===== src/design/slen_pkg.sv =====
`default_nettype none
package slen_pkg;

    localparam int CAPACITY    = 64;
    localparam int AW          = (CAPACITY > 1) ? $clog2(CAPACITY) : 1;
    localparam int CW          = $clog2(CAPACITY + 1);
    localparam int POS_W       = 7;
    localparam int CMP_W       = ((CW > POS_W) ? CW : POS_W) + 1;
    localparam int DATA_W      = 32;
    localparam int QUEUE_DEPTH = 2;
    localparam int QAW         = (QUEUE_DEPTH > 1) ? $clog2(QUEUE_DEPTH) : 1;

    localparam logic [1:0] KIND_INSERT = 2'd0;
    localparam logic [1:0] KIND_DELETE = 2'd1;
    localparam logic [1:0] KIND_LOCATE = 2'd2;

    localparam logic [1:0] OP_INSERT = 2'd0;
    localparam logic [1:0] OP_DELETE = 2'd1;
    localparam logic [1:0] OP_LOCATE = 2'd2;
    localparam logic [1:0] OP_REJECT = 2'd3;

    localparam logic [1:0] ST_OK       = 2'd0;
    localparam logic [1:0] ST_BADPOS   = 2'd1;
    localparam logic [1:0] ST_EMPTY    = 2'd2;
    localparam logic [1:0] ST_NOTFOUND = 2'd3;

    typedef struct packed {
        logic [1:0]              kind;
        logic [POS_W-1:0]        position;
        logic signed [DATA_W-1:0] value;
    } t_item;

    typedef struct packed {
        logic [1:0]       status;
        logic [POS_W-1:0] found_position;
        logic [POS_W-1:0] list_length;
    } t_result;

    typedef struct packed {
        logic [1:0]        op;
        logic              pos_zero;
        logic [POS_W-1:0]  position;
        logic [DATA_W-1:0] value;
    } t_cmd;

endpackage
`default_nettype wire


===== src/design/sequential_list_engine.sv =====
// An accepted word goes through the front staging register and the queue to the back end;
// there an insert shifts the entries from the tail down to its slot, a delete those after it,
// a locate scans from the head to a match or the tail; rejected or trivial words skip the walk.
// The back end pops the next queued word only when idle, so the store walk sets throughput.
// Each result is strobed for one cycle on o_done; the receiver cannot stall it.
// Synchronous active-low reset empties the list and queue; store contents are not cleared.
`default_nettype none
module sequential_list_engine
    import slen_pkg::*;
(
    input  wire logic  i_clk,
    input  wire logic  i_rst_n,
    input  wire logic  start,
    input  wire t_item i_item,
    output logic       busy,
    output logic       o_done,
    output t_result    o_result
);

    logic push;
    t_cmd push_cmd;
    logic full;
    logic head_valid;
    t_cmd head_cmd;
    logic pop;

    slen_front u_front (
        .i_clk   (i_clk),
        .i_rst_n (i_rst_n),
        .i_start (start),
        .i_item  (i_item),
        .o_busy  (busy),
        .o_push  (push),
        .o_cmd   (push_cmd),
        .i_full  (full)
    );

    slen_queue u_queue (
        .i_clk   (i_clk),
        .i_rst_n (i_rst_n),
        .i_push  (push),
        .i_data  (push_cmd),
        .o_full  (full),
        .o_valid (head_valid),
        .o_data  (head_cmd),
        .i_pop   (pop)
    );

    slen_back u_back (
        .i_clk       (i_clk),
        .i_rst_n     (i_rst_n),
        .i_cmd_valid (head_valid),
        .i_cmd       (head_cmd),
        .o_pop       (pop),
        .o_done      (o_done),
        .o_result    (o_result)
    );

endmodule
`default_nettype wire


===== src/design/slen_front.sv =====
`default_nettype none
module slen_front
    import slen_pkg::*;
(
    input  wire logic  i_clk,
    input  wire logic  i_rst_n,
    input  wire logic  i_start,
    input  wire t_item i_item,
    output logic       o_busy,
    output logic       o_push,
    output t_cmd       o_cmd,
    input  wire logic  i_full
);

    logic r_valid;
    logic n_valid;
    t_cmd r_cmd;
    t_cmd n_cmd;
    logic accept;

    // The staging word drains into the queue whenever the queue has room.
    assign o_push = r_valid && !i_full;
    assign o_busy = r_valid && i_full;
    assign o_cmd  = r_cmd;
    assign accept = i_start && !o_busy;

    always_comb begin
        n_valid = r_valid && i_full;
        n_cmd   = r_cmd;
        if (accept) begin
            n_valid        = 1'b1;
            n_cmd.position = i_item.position;
            n_cmd.value    = i_item.value;
            n_cmd.pos_zero = (i_item.position == '0);
            unique case (i_item.kind)
                KIND_INSERT: n_cmd.op = OP_INSERT;
                KIND_DELETE: n_cmd.op = OP_DELETE;
                KIND_LOCATE: n_cmd.op = OP_LOCATE;
                default:     n_cmd.op = OP_REJECT;
            endcase
        end
    end

    always_ff @(posedge i_clk) begin
        if (!i_rst_n) begin
            r_valid <= 1'b0;
        end else begin
            r_valid <= n_valid;
        end
        r_cmd <= n_cmd;
    end

endmodule
`default_nettype wire


===== src/design/slen_queue.sv =====
`default_nettype none
module slen_queue
    import slen_pkg::*;
(
    input  wire logic i_clk,
    input  wire logic i_rst_n,
    input  wire logic i_push,
    input  wire t_cmd i_data,
    output logic      o_full,
    output logic      o_valid,
    output t_cmd      o_data,
    input  wire logic i_pop
);

    t_cmd           r_mem [QUEUE_DEPTH];
    logic [QAW-1:0] r_wp;
    logic [QAW-1:0] r_rp;
    logic [QAW:0]   r_fill;

    assign o_full  = (r_fill == (QAW+1)'(QUEUE_DEPTH));
    assign o_valid = (r_fill != '0);
    assign o_data  = r_mem[r_rp];

    always_ff @(posedge i_clk) begin
        if (!i_rst_n) begin
            r_wp   <= '0;
            r_rp   <= '0;
            r_fill <= '0;
        end else begin
            if (i_push) begin
                r_wp <= r_wp + QAW'(1);
            end
            if (i_pop) begin
                r_rp <= r_rp + QAW'(1);
            end
            if (i_push && !i_pop) begin
                r_fill <= r_fill + (QAW+1)'(1);
            end else if (!i_push && i_pop) begin
                r_fill <= r_fill - (QAW+1)'(1);
            end
        end
        if (i_push) begin
            r_mem[r_wp] <= i_data;
        end
    end

endmodule
`default_nettype wire


===== src/design/slen_back.sv =====
`default_nettype none
module slen_back
    import slen_pkg::*;
(
    input  wire logic i_clk,
    input  wire logic i_rst_n,
    input  wire logic i_cmd_valid,
    input  wire t_cmd i_cmd,
    output logic      o_pop,
    output logic      o_done,
    output t_result   o_result
);

    localparam logic [2:0] S_IDLE      = 3'd0;
    localparam logic [2:0] S_INS_SHIFT = 3'd1;
    localparam logic [2:0] S_INS_PUT   = 3'd2;
    localparam logic [2:0] S_DEL_SHIFT = 3'd3;
    localparam logic [2:0] S_LOC_SCAN  = 3'd4;

    logic [DATA_W-1:0] r_mem [CAPACITY];
    logic [DATA_W-1:0] r_rd_data;

    logic [2:0]    r_state;
    logic [2:0]    n_state;
    logic [CW-1:0] r_count;
    logic [CW-1:0] n_count;
    logic [AW-1:0] r_ptr;
    logic [AW-1:0] n_ptr;
    t_cmd          r_cmd;
    t_cmd          n_cmd;
    logic          r_done;
    logic          n_done;
    t_result       r_result;
    t_result       n_result;

    logic              rd_en;
    logic [AW-1:0]     rd_addr;
    logic              wr_en;
    logic [AW-1:0]     wr_addr;
    logic [DATA_W-1:0] wr_data;

    logic [CMP_W-1:0] cnt_c;
    logic [CMP_W-1:0] head_pos_c;
    logic [CMP_W-1:0] cur_pos_c;
    logic [AW-1:0]    head_idx;
    logic [AW-1:0]    cur_idx;
    logic [AW-1:0]    last_idx;

    assign cnt_c      = CMP_W'(r_count);
    assign head_pos_c = CMP_W'(i_cmd.position);
    assign cur_pos_c  = CMP_W'(r_cmd.position);
    assign head_idx   = AW'(head_pos_c - CMP_W'(1));
    assign cur_idx    = AW'(cur_pos_c - CMP_W'(1));
    assign last_idx   = AW'(cnt_c - CMP_W'(1));

    assign o_pop    = (r_state == S_IDLE) && i_cmd_valid;
    assign o_done   = r_done;
    assign o_result = r_result;

    always_comb begin
        n_state  = r_state;
        n_count  = r_count;
        n_ptr    = r_ptr;
        n_cmd    = r_cmd;
        n_done   = 1'b0;
        n_result = '0;
        rd_en    = 1'b0;
        rd_addr  = '0;
        wr_en    = 1'b0;
        wr_addr  = '0;
        wr_data  = r_cmd.value;

        unique case (r_state)
            S_IDLE: begin
                if (i_cmd_valid) begin
                    n_cmd = i_cmd;
                    unique case (i_cmd.op)
                        OP_INSERT: begin
                            if (i_cmd.pos_zero || head_pos_c > cnt_c + CMP_W'(1)
                                    || cnt_c >= CMP_W'(CAPACITY)) begin
                                n_done          = 1'b1;
                                n_result.status = ST_BADPOS;
                            end else if (head_pos_c <= cnt_c) begin
                                // Entries from the tail down to the slot move up one.
                                rd_en   = 1'b1;
                                rd_addr = last_idx;
                                n_ptr   = last_idx;
                                n_state = S_INS_SHIFT;
                            end else begin
                                wr_en           = 1'b1;
                                wr_addr         = head_idx;
                                wr_data         = i_cmd.value;
                                n_count         = r_count + CW'(1);
                                n_done          = 1'b1;
                                n_result.status = ST_OK;
                            end
                        end
                        OP_DELETE: begin
                            if (r_count == '0) begin
                                n_done          = 1'b1;
                                n_result.status = ST_EMPTY;
                            end else if (i_cmd.pos_zero || head_pos_c > cnt_c) begin
                                n_done          = 1'b1;
                                n_result.status = ST_BADPOS;
                            end else if (head_pos_c == cnt_c) begin
                                n_count         = r_count - CW'(1);
                                n_done          = 1'b1;
                                n_result.status = ST_OK;
                            end else begin
                                // Read the entry just after the removed one.
                                rd_en   = 1'b1;
                                rd_addr = AW'(head_pos_c);
                                n_ptr   = AW'(head_pos_c);
                                n_state = S_DEL_SHIFT;
                            end
                        end
                        OP_LOCATE: begin
                            if (r_count == '0) begin
                                n_done          = 1'b1;
                                n_result.status = ST_NOTFOUND;
                            end else begin
                                rd_en   = 1'b1;
                                rd_addr = '0;
                                n_ptr   = '0;
                                n_state = S_LOC_SCAN;
                            end
                        end
                        default: begin
                            n_done          = 1'b1;
                            n_result.status = ST_BADPOS;
                        end
                    endcase
                end
            end
            S_INS_SHIFT: begin
                wr_en   = 1'b1;
                wr_addr = r_ptr + AW'(1);
                wr_data = r_rd_data;
                if (r_ptr == cur_idx) begin
                    n_state = S_INS_PUT;
                end else begin
                    rd_en   = 1'b1;
                    rd_addr = r_ptr - AW'(1);
                    n_ptr   = r_ptr - AW'(1);
                end
            end
            S_INS_PUT: begin
                wr_en           = 1'b1;
                wr_addr         = cur_idx;
                wr_data         = r_cmd.value;
                n_count         = r_count + CW'(1);
                n_done          = 1'b1;
                n_result.status = ST_OK;
                n_state         = S_IDLE;
            end
            S_DEL_SHIFT: begin
                wr_en   = 1'b1;
                wr_addr = r_ptr - AW'(1);
                wr_data = r_rd_data;
                if (r_ptr == last_idx) begin
                    n_count         = r_count - CW'(1);
                    n_done          = 1'b1;
                    n_result.status = ST_OK;
                    n_state         = S_IDLE;
                end else begin
                    rd_en   = 1'b1;
                    rd_addr = r_ptr + AW'(1);
                    n_ptr   = r_ptr + AW'(1);
                end
            end
            S_LOC_SCAN: begin
                if (r_rd_data == r_cmd.value) begin
                    n_done                  = 1'b1;
                    n_result.status         = ST_OK;
                    n_result.found_position = POS_W'(CMP_W'(r_ptr) + CMP_W'(1));
                    n_state                 = S_IDLE;
                end else if (r_ptr == last_idx) begin
                    n_done          = 1'b1;
                    n_result.status = ST_NOTFOUND;
                    n_state         = S_IDLE;
                end else begin
                    rd_en   = 1'b1;
                    rd_addr = r_ptr + AW'(1);
                    n_ptr   = r_ptr + AW'(1);
                end
            end
            default: begin
                n_state = S_IDLE;
            end
        endcase

        n_result.list_length = POS_W'(CMP_W'(n_count));
    end

    always_ff @(posedge i_clk) begin
        if (wr_en) begin
            r_mem[wr_addr] <= wr_data;
        end
        if (rd_en) begin
            r_rd_data <= r_mem[rd_addr];
        end
    end

    always_ff @(posedge i_clk) begin
        if (!i_rst_n) begin
            r_state <= S_IDLE;
            r_count <= '0;
            r_done  <= 1'b0;
        end else begin
            r_state <= n_state;
            r_count <= n_count;
            r_done  <= n_done;
        end
        r_ptr    <= n_ptr;
        r_cmd    <= n_cmd;
        r_result <= n_result;
    end

endmodule
`default_nettype wire

===== config.mk =====
export PLATFORM = sky130hd
export DESIGN_NAME = sequential_list_engine
export DESIGN_NICKNAME = d
export VERILOG_FILES = /design/src/design/slen_pkg.sv /design/src/design/sequential_list_engine.sv /design/src/design/slen_front.sv /design/src/design/slen_queue.sv /design/src/design/slen_back.sv
export SDC_FILE = /design/constraint.sdc
export NUM_CORES = 2
export LEC_CHECK = 0
export BUFFER_PORTS_ARGS = -buffer_cell sky130_fd_sc_hd__buf_4
export CAP_MARGIN = 20
export CORE_MARGIN = 2
export CORE_UTILIZATION = 50
export DETAILED_ROUTE_END_ITERATION = 8
export PLACE_DENSITY = 0.7
export SLEW_MARGIN = 5
export SYNTH_ARGS = -nofsm -noshare
export SYNTH_HDL_FRONTEND = slang
export SYNTH_SLANG_ARGS = --single-unit

===== constraint.sdc =====
create_clock -name i_clk -period 17.5 [get_ports i_clk]
set_input_delay 3.5 -clock i_clk [delete_from_list [all_inputs] [get_ports i_clk]]
set_output_delay 3.5 -clock i_clk [all_outputs]
set_load 0.01 [all_outputs]

# Word level (Yosys, flattened, before mapping)
# Memory sizes are Yosys's and may differ from the RTL's. A register that Yosys moved wholly into a read port is not among the register bits.
# Cells that the tools add are included.
# totals
latchBits	0
input_bits	44
elab_cells	187
ramBits	2132
mem_bits_ro	0
out_inout_bits	18
reg_bits	118
n_memories	2
# memory_table
memory	depth	width	rd	rd_ports_with_merged_regs	wr	line	rtl
u_back.r_mem	64	32	1	1	1	slen_back.sv:20	logic [DATA_W-1:0] r_mem [CAPACITY];
u_queue.r_mem	2	42	1	1	1	slen_queue.sv:15	t_cmd r_mem [QUEUE_DEPTH];
# classes
n_lt_le_gt_ge	4
eq_ne	24
n_mux	100
reduce_logical	27
mul	0
bitwise_logic	0
n_addsub	13
shifts	0
div	0
# ops
cell	count
6-bit two-way mux	23
32-bit two-way mux	4
6-bit case mux with 4 select lines	3
32-bit case mux with 2 select lines	1
7-bit two-way mux	7
32-bit == test	1
1-bit two-way mux	31
3-bit two-way mux	10
6-bit by 1-bit subtractor with 6-bit output (second input constant)	4
7-bit case mux with 3 select lines	1
3-bit inequality test (second input constant)	6
6-bit case mux with 3 select lines	1
7-bit logical NOT	2
2-bit two-way mux	7
7-bit case mux with 2 select lines	1
6-bit == test	2
2-bit case mux with 3 select lines	2
3-bit case mux with 4 select lines	1
6-bit case mux with 2 select lines	1
11-bit AND reduction	1
3-bit case mux with 3 select lines	1
9-bit AND reduction	1
7-bit by 1-bit adder with 8-bit output (second input constant)	1
7-bit by 8-bit greater-than comparator with 1-bit output	1
33 further kinds	55

# Logic depth before layout (Yosys ltp)
# logic_depth
ltp_word	10
mapped_depth	21
depth_no_buf	16

# Cells and area by module
# From an unflattened synthesis, not the netlist that was laid out.
# hier_totals
hier_cells	5970
hier_area_um2	91251.3
# by_module_without_submodules
module	cells_per_inst	seq_area_each_um2	area_per_inst_um2	n_inst
slen_back	5766	64321.7	86660.6	1
slen_queue	153	2622.5	3251.9	1
slen_front	51	1281.2	1338.8	1

# Worst setup path after synthesis
# No wires, ideal clock.
# synth_path
kind	input to register
from	in start
to	reg u_front.r_cmd (netlist bit u_front.o_cmd[0]) (enable)
required_ps	17054
cell_stages	1
arrival_time_ps	5375
path_buffers	0
slack_ps	11679
cell_sequence	nor2b_1
# synth_via
elab_chain_len	1
# synth_lines
item	line	rtl
start, declared	sequential_list_engine.sv:13	input wire logic start,
1-bit logical AND	slen_front.sv:25	assign accept = i_start && !o_busy;
end signal, assigned	slen_front.sv:50	r_cmd <= n_cmd;
end, declared	slen_front.sv:17	t_cmd r_cmd;
# No other way between the ends.
# A chain may end at the register's enable or synchronous reset.

# Worst setup path in the final report
# layout_path
from	reg u_back.r_count[2]
to	reg u_back.r_rd_data[19] (read register of u_back.r_mem) (data pin)
# layout_via
elab_chain_len	8
word_cells_on_any_way	33
# layout_lines
item	line	rtl
start, declared	slen_back.sv:25	logic [CW-1:0] r_count;
start signal, assigned	slen_back.sv:211	r_count <= n_count;
7-bit by 1-bit adder with 8-bit output	slen_back.sv:79	if (i_cmd.pos_zero || head_pos_c > cnt_c + CMP_W'(1)
7-bit by 8-bit greater-than comparator with 1-bit output	slen_back.sv:79	
1-bit logical OR	slen_back.sv:79	
1-bit logical OR	slen_back.sv:80	|| cnt_c >= CMP_W'(CAPACITY)) begin
1-bit two-way mux / 6-bit two-way mux (equally long branches)	slen_back.sv:79	
1-bit case mux with 3 select lines / 6-bit case mux with 2 select lines (equally long branches)	slen_back.sv:77	unique case (i_cmd.op)
1-bit two-way mux / 6-bit two-way mux (equally long branches)	slen_back.sv:75	if (i_cmd_valid) begin
1-bit case mux with 4 select lines / 6-bit case mux with 4 select lines (equally long branches)	slen_back.sv:73	unique case (r_state)
end, declared	slen_back.sv:21	logic [DATA_W-1:0] r_rd_data;
# Several ways; a longest one is shown, not always the timed one.

==> impl_results.md <==
* Max-cap check violation count at 0
* Reg clk slew, reported paths at 0.07 ns
* Routed wire length at 255000 um
* Ratio of cells with drive above 1 in the final layout at 12.2%
* Initial antenna violation count at 11
* Worst Path Required at 18.22 ns
* Global-route wire length before repair at 365000 um
* Net count of the finished layout at 6223
* Number of unique standard cell types used by synthesis at 79
* Worst-margin pin slew at 1.08 ns
* Status: finished clean
* First-pass DRT Iterations at 8
* Peak supply drop at 0.167 mV
* Net count of the mapped netlist at 6191
* Mean area per synthesized cell at 15.1 um^2
* Fraction of power spent switching nets at 36.1%
* Count of buffers from port buffering at 61
* Number of vias per cell after detailed routing at 6.34
* Post-Syn Instances at 6120
* Max-slew violation total from the final report at 0
* Internal Power at 11.8 mW
* Maximum frequency from static timing analysis at 128 MHz
* Overall die width at 434 um
* Ys flop type: sky130_fd_sc_hd__edfxtp_1
* Clock buffer count from CTS at 214
* Kind of end point of the critical path: flop
* Minimum hold slack at 0.438 ns
* Setup TNS at 0 ns
* H-tree depth at 4
* Layout overhead on the synthesized area at 11.5%
* Floorplan row count at 157
* Chip Height at 434 um
* Max Clock Skew at 0.0359 ns
* Top cell type by total area after synthesis: sky130_fd_sc_hd__edfxtp_1
* Tot GR Track Use at 26.7%
* DRC at 0
* Synth top area cells: sky130_fd_sc_hd__edfxtp_1 73%, sky130_fd_sc_hd__mux2i_1 7.2%, sky130_fd_sc_hd__nand3_1 2.8%
* Fraction of registers with async set/reset at 0%
* Number of warnings printed during yosys synthesis at 0
* Sequential share of the synthesized area at 73.7%
* Power share of the sequential group at 42.6%
* Leak pwr at 37.7 nW
* Number of flops mapped to enable cells by yosys at 2250
* Power share of the combinational group at 32.4%
* Final worst path period need at 7.79 ns
* Start of the worst register-to-register path: u_back.r_count[2]
* Net switching power at 6.69 mW
* Multi-input gate area at 22900 um^2
* Min-Delay Path Class: reg -> reg
* Kind of critical path: reg -> reg
* Vias in the first global route at 53200
* Power per cell area at 180 nW/um^2
* Final design area excluding fillers at 103000 um^2
* Initial standard-cell utilization of the core at 50.5%
* TritonCTS clock tree: yes
* Root Driver: sky130_fd_sc_hd__clkbuf_16
* Top cell type's share of synthesized area at 73.0%
* Count of instances resized after the clock tree is built at 0
* Slack of the worst reg-to-reg path at 9.71 ns
* Area of the mapped netlist at 92600 um^2
* Antenna Violating Nets Remaining at 0
* Worst rel slew slack at 28.1%
* GR Overflow Total at 0
* Latest clock arrival within the worst-skew pair at 0.88 ns
* Vias at 55800
* Post-CTS Setup Inserts at 0
* Floorplan Core Area at 183000 um^2
* Storage element area at 68200 um^2
* Share of the cycle needed by the critical path after routing at 44.5%
* Crit path DAT at 8.50 ns
* Layout Cells excl Fill at 8808
* Number of design-rule violations left by the first detailed-router iteration at 8096
* Total power of the final layout at 18.5 mW
* Clock Sink Count at 2283
* Critical path launch point type: flop
* Post-DR wirelength/cell at 28.9 um
* Number of endpoints with negative hold slack in the final report at 0
* Source of the critical timing path: u_back.r_count[2]
* Placed Cells at 8399
* Routability-driven placement congestion ratio at 0.919
* Placed wire-length estimate at 138000 um
* Final setup vio count at 0
* Most common library cell in the layout ignoring fill and taps: sky130_fd_sc_hd__edfxtp_1
* RSZ-0062 raised after global routing: no
* Source of the worst hold timing path: u_front.o_cmd[34]
* Clock network fraction of design power at 25.0%
* Max Fanout on Critical Path at 154
* Number of flip-flops and latches in the synthesized netlist at 2283
* CTS hold repair buffers at 0
* Instance area at placement at 96200 um^2
* DIE AREA at 189000 um^2
* Top library cells by usage in the layout, fill and taps aside: 2250 x sky130_fd_sc_hd__edfxtp_1, 667 x sky130_fd_sc_hd__mux2i_1, 608 x sky130_fd_sc_hd__nand2_1
* Fill count at 14000
* Num ports at 62
* Buffers from clock root to sink, at most at 3
* Pin count of the biggest net entering global routing at 183
## kinds of logic (layout without fill, tap and decap cells)
| kind of cell | count (synthesis) | after routing | share of synthesized area [%] |
|---|---|---|---|
| AO/OA/AOI/OAI | 726 | 726 | 4.97 |
| flip-flops | 2283 | 2283 | 73.7 |
| multiplexers | 703 | 703 | 7.65 |
| buffers and inverters | 444 | 666 | 2.26 |
| XOR/XNOR | 79 | 79 | 0.801 |
| AND/OR/NAND/NOR | 1858 | 1858 | 10.3 |
| other | 0 | 2 | 0 |
| adder cells (fa/ha/maj) | 27 | 27 | 0.365 |
## critical path: stages, from the launching register on
cell	delay (ns)
sky130_fd_sc_hd__dfxtp_1	0.69
sky130_fd_sc_hd__inv_1	0.25
sky130_fd_sc_hd__nor3_1	0.33
sky130_fd_sc_hd__nand3_1	0.14
sky130_fd_sc_hd__xnor2_1	0.35
sky130_fd_sc_hd__ha_1	0.32
sky130_fd_sc_hd__a21o_1	0.16
sky130_fd_sc_hd__a21oi_1	0.22
sky130_fd_sc_hd__o21ai_2	0.13
sky130_fd_sc_hd__nor3b_1	0.52
sky130_fd_sc_hd__a32o_1	0.36
sky130_fd_sc_hd__a221o_4	0.85
sky130_fd_sc_hd__buf_4	0.69
sky130_fd_sc_hd__buf_12	0.58
sky130_fd_sc_hd__buf_4	0.80
sky130_fd_sc_hd__nand2_1	0.11
sky130_fd_sc_hd__and3_1	0.21
sky130_fd_sc_hd__o21ai_0	0.16
sky130_fd_sc_hd__nand3_1	0.26
sky130_fd_sc_hd__nor4_2	0.33
## state kept, by name, summed over array words and instances, names as in the netlist, named ones only
signal and count:
u_front.r_valid 1, u_back.cur_pos_c 6, u_back.r_rd_data 32, u_queue.r_wp 1, u_back.r_cmd 32, u_back.o_done 1, u_back.r_state 3, u_queue.r_mem 84
u_back.r_count 7, u_back.r_mem 2048, u_queue.r_rp 1, u_back.o_result 16, u_back.r_ptr 6, u_queue.r_fill 2, u_front.o_cmd 42
## per-stage QoR
step	setup WS, ns	utilization, %
floorplan	11.68	-
finish	9.71	56.3
global placement	10.01	52.4
global route	9.15	56.3
detailed placement	9.82	52.4
CTS	9.78	56.3
## synthesized netlist by cell type, types with 43 or more instances
master,instances
sky130_fd_sc_hd__a21oi_1,151
sky130_fd_sc_hd__a31oi_1,231
sky130_fd_sc_hd__and3_1,269
sky130_fd_sc_hd__buf_2,114
sky130_fd_sc_hd__clkbuf_1,217
sky130_fd_sc_hd__edfxtp_1,2250
sky130_fd_sc_hd__mux2i_1,667
sky130_fd_sc_hd__nand2_1,608
sky130_fd_sc_hd__nand3_1,514
sky130_fd_sc_hd__nand4_1,137
sky130_fd_sc_hd__nor2_1,126
sky130_fd_sc_hd__o21ai_0,60
sky130_fd_sc_hd__o22ai_1,120
sky130_fd_sc_hd__xor2_1,43
## final timing paths
check | depth (start not counted) | end
max | 19 | u_back.r_rd_data[19]
min | 0 | u_queue.r_mem[0][34]
max reg2reg | 19 | u_back.r_rd_data[19]
min reg2reg | 0 | u_queue.r_mem[0][34]
## routing by layer
metal / up-vias / wire length (um) / track usage (%)
met1: 28300 / 99300 / 37.0
met5: - / 0 / 0
met4: 0 / 11200 / 11.3
met2: 3234 / 117000 / 41.5
met3: 486 / 26600 / 5.05
li1: 23900 / - / -
## power groups by stage
stage               Clock (mW)  Sequential (mW)  Combinational, mW
global placement             0             7.99               5.77
detailed placement           0             8.00               5.88
global route              4.88             7.92               6.33
finish                    4.63             7.90               6.00
floorplan                    0             7.93               3.60
CTS                       4.68             7.88               5.90
## area by class of cell
| class | count | share of cell area (%) |
|---|---|---|
| Antenna cell | 2 | 0.00485 |
| Tap cell | 2464 | 2.99 |
| Timing Repair Buffer | 229 | 1.79 |
| Clock buffer | 262 | 5.44 |
| Multi-Input combinational cell | 3393 | 22.2 |
| Inverter | 31 | 0.113 |
| Sequential cell | 2283 | 66.1 |
| Clock inverter | 144 | 1.35 |
(Power assumes the default switching activity.)
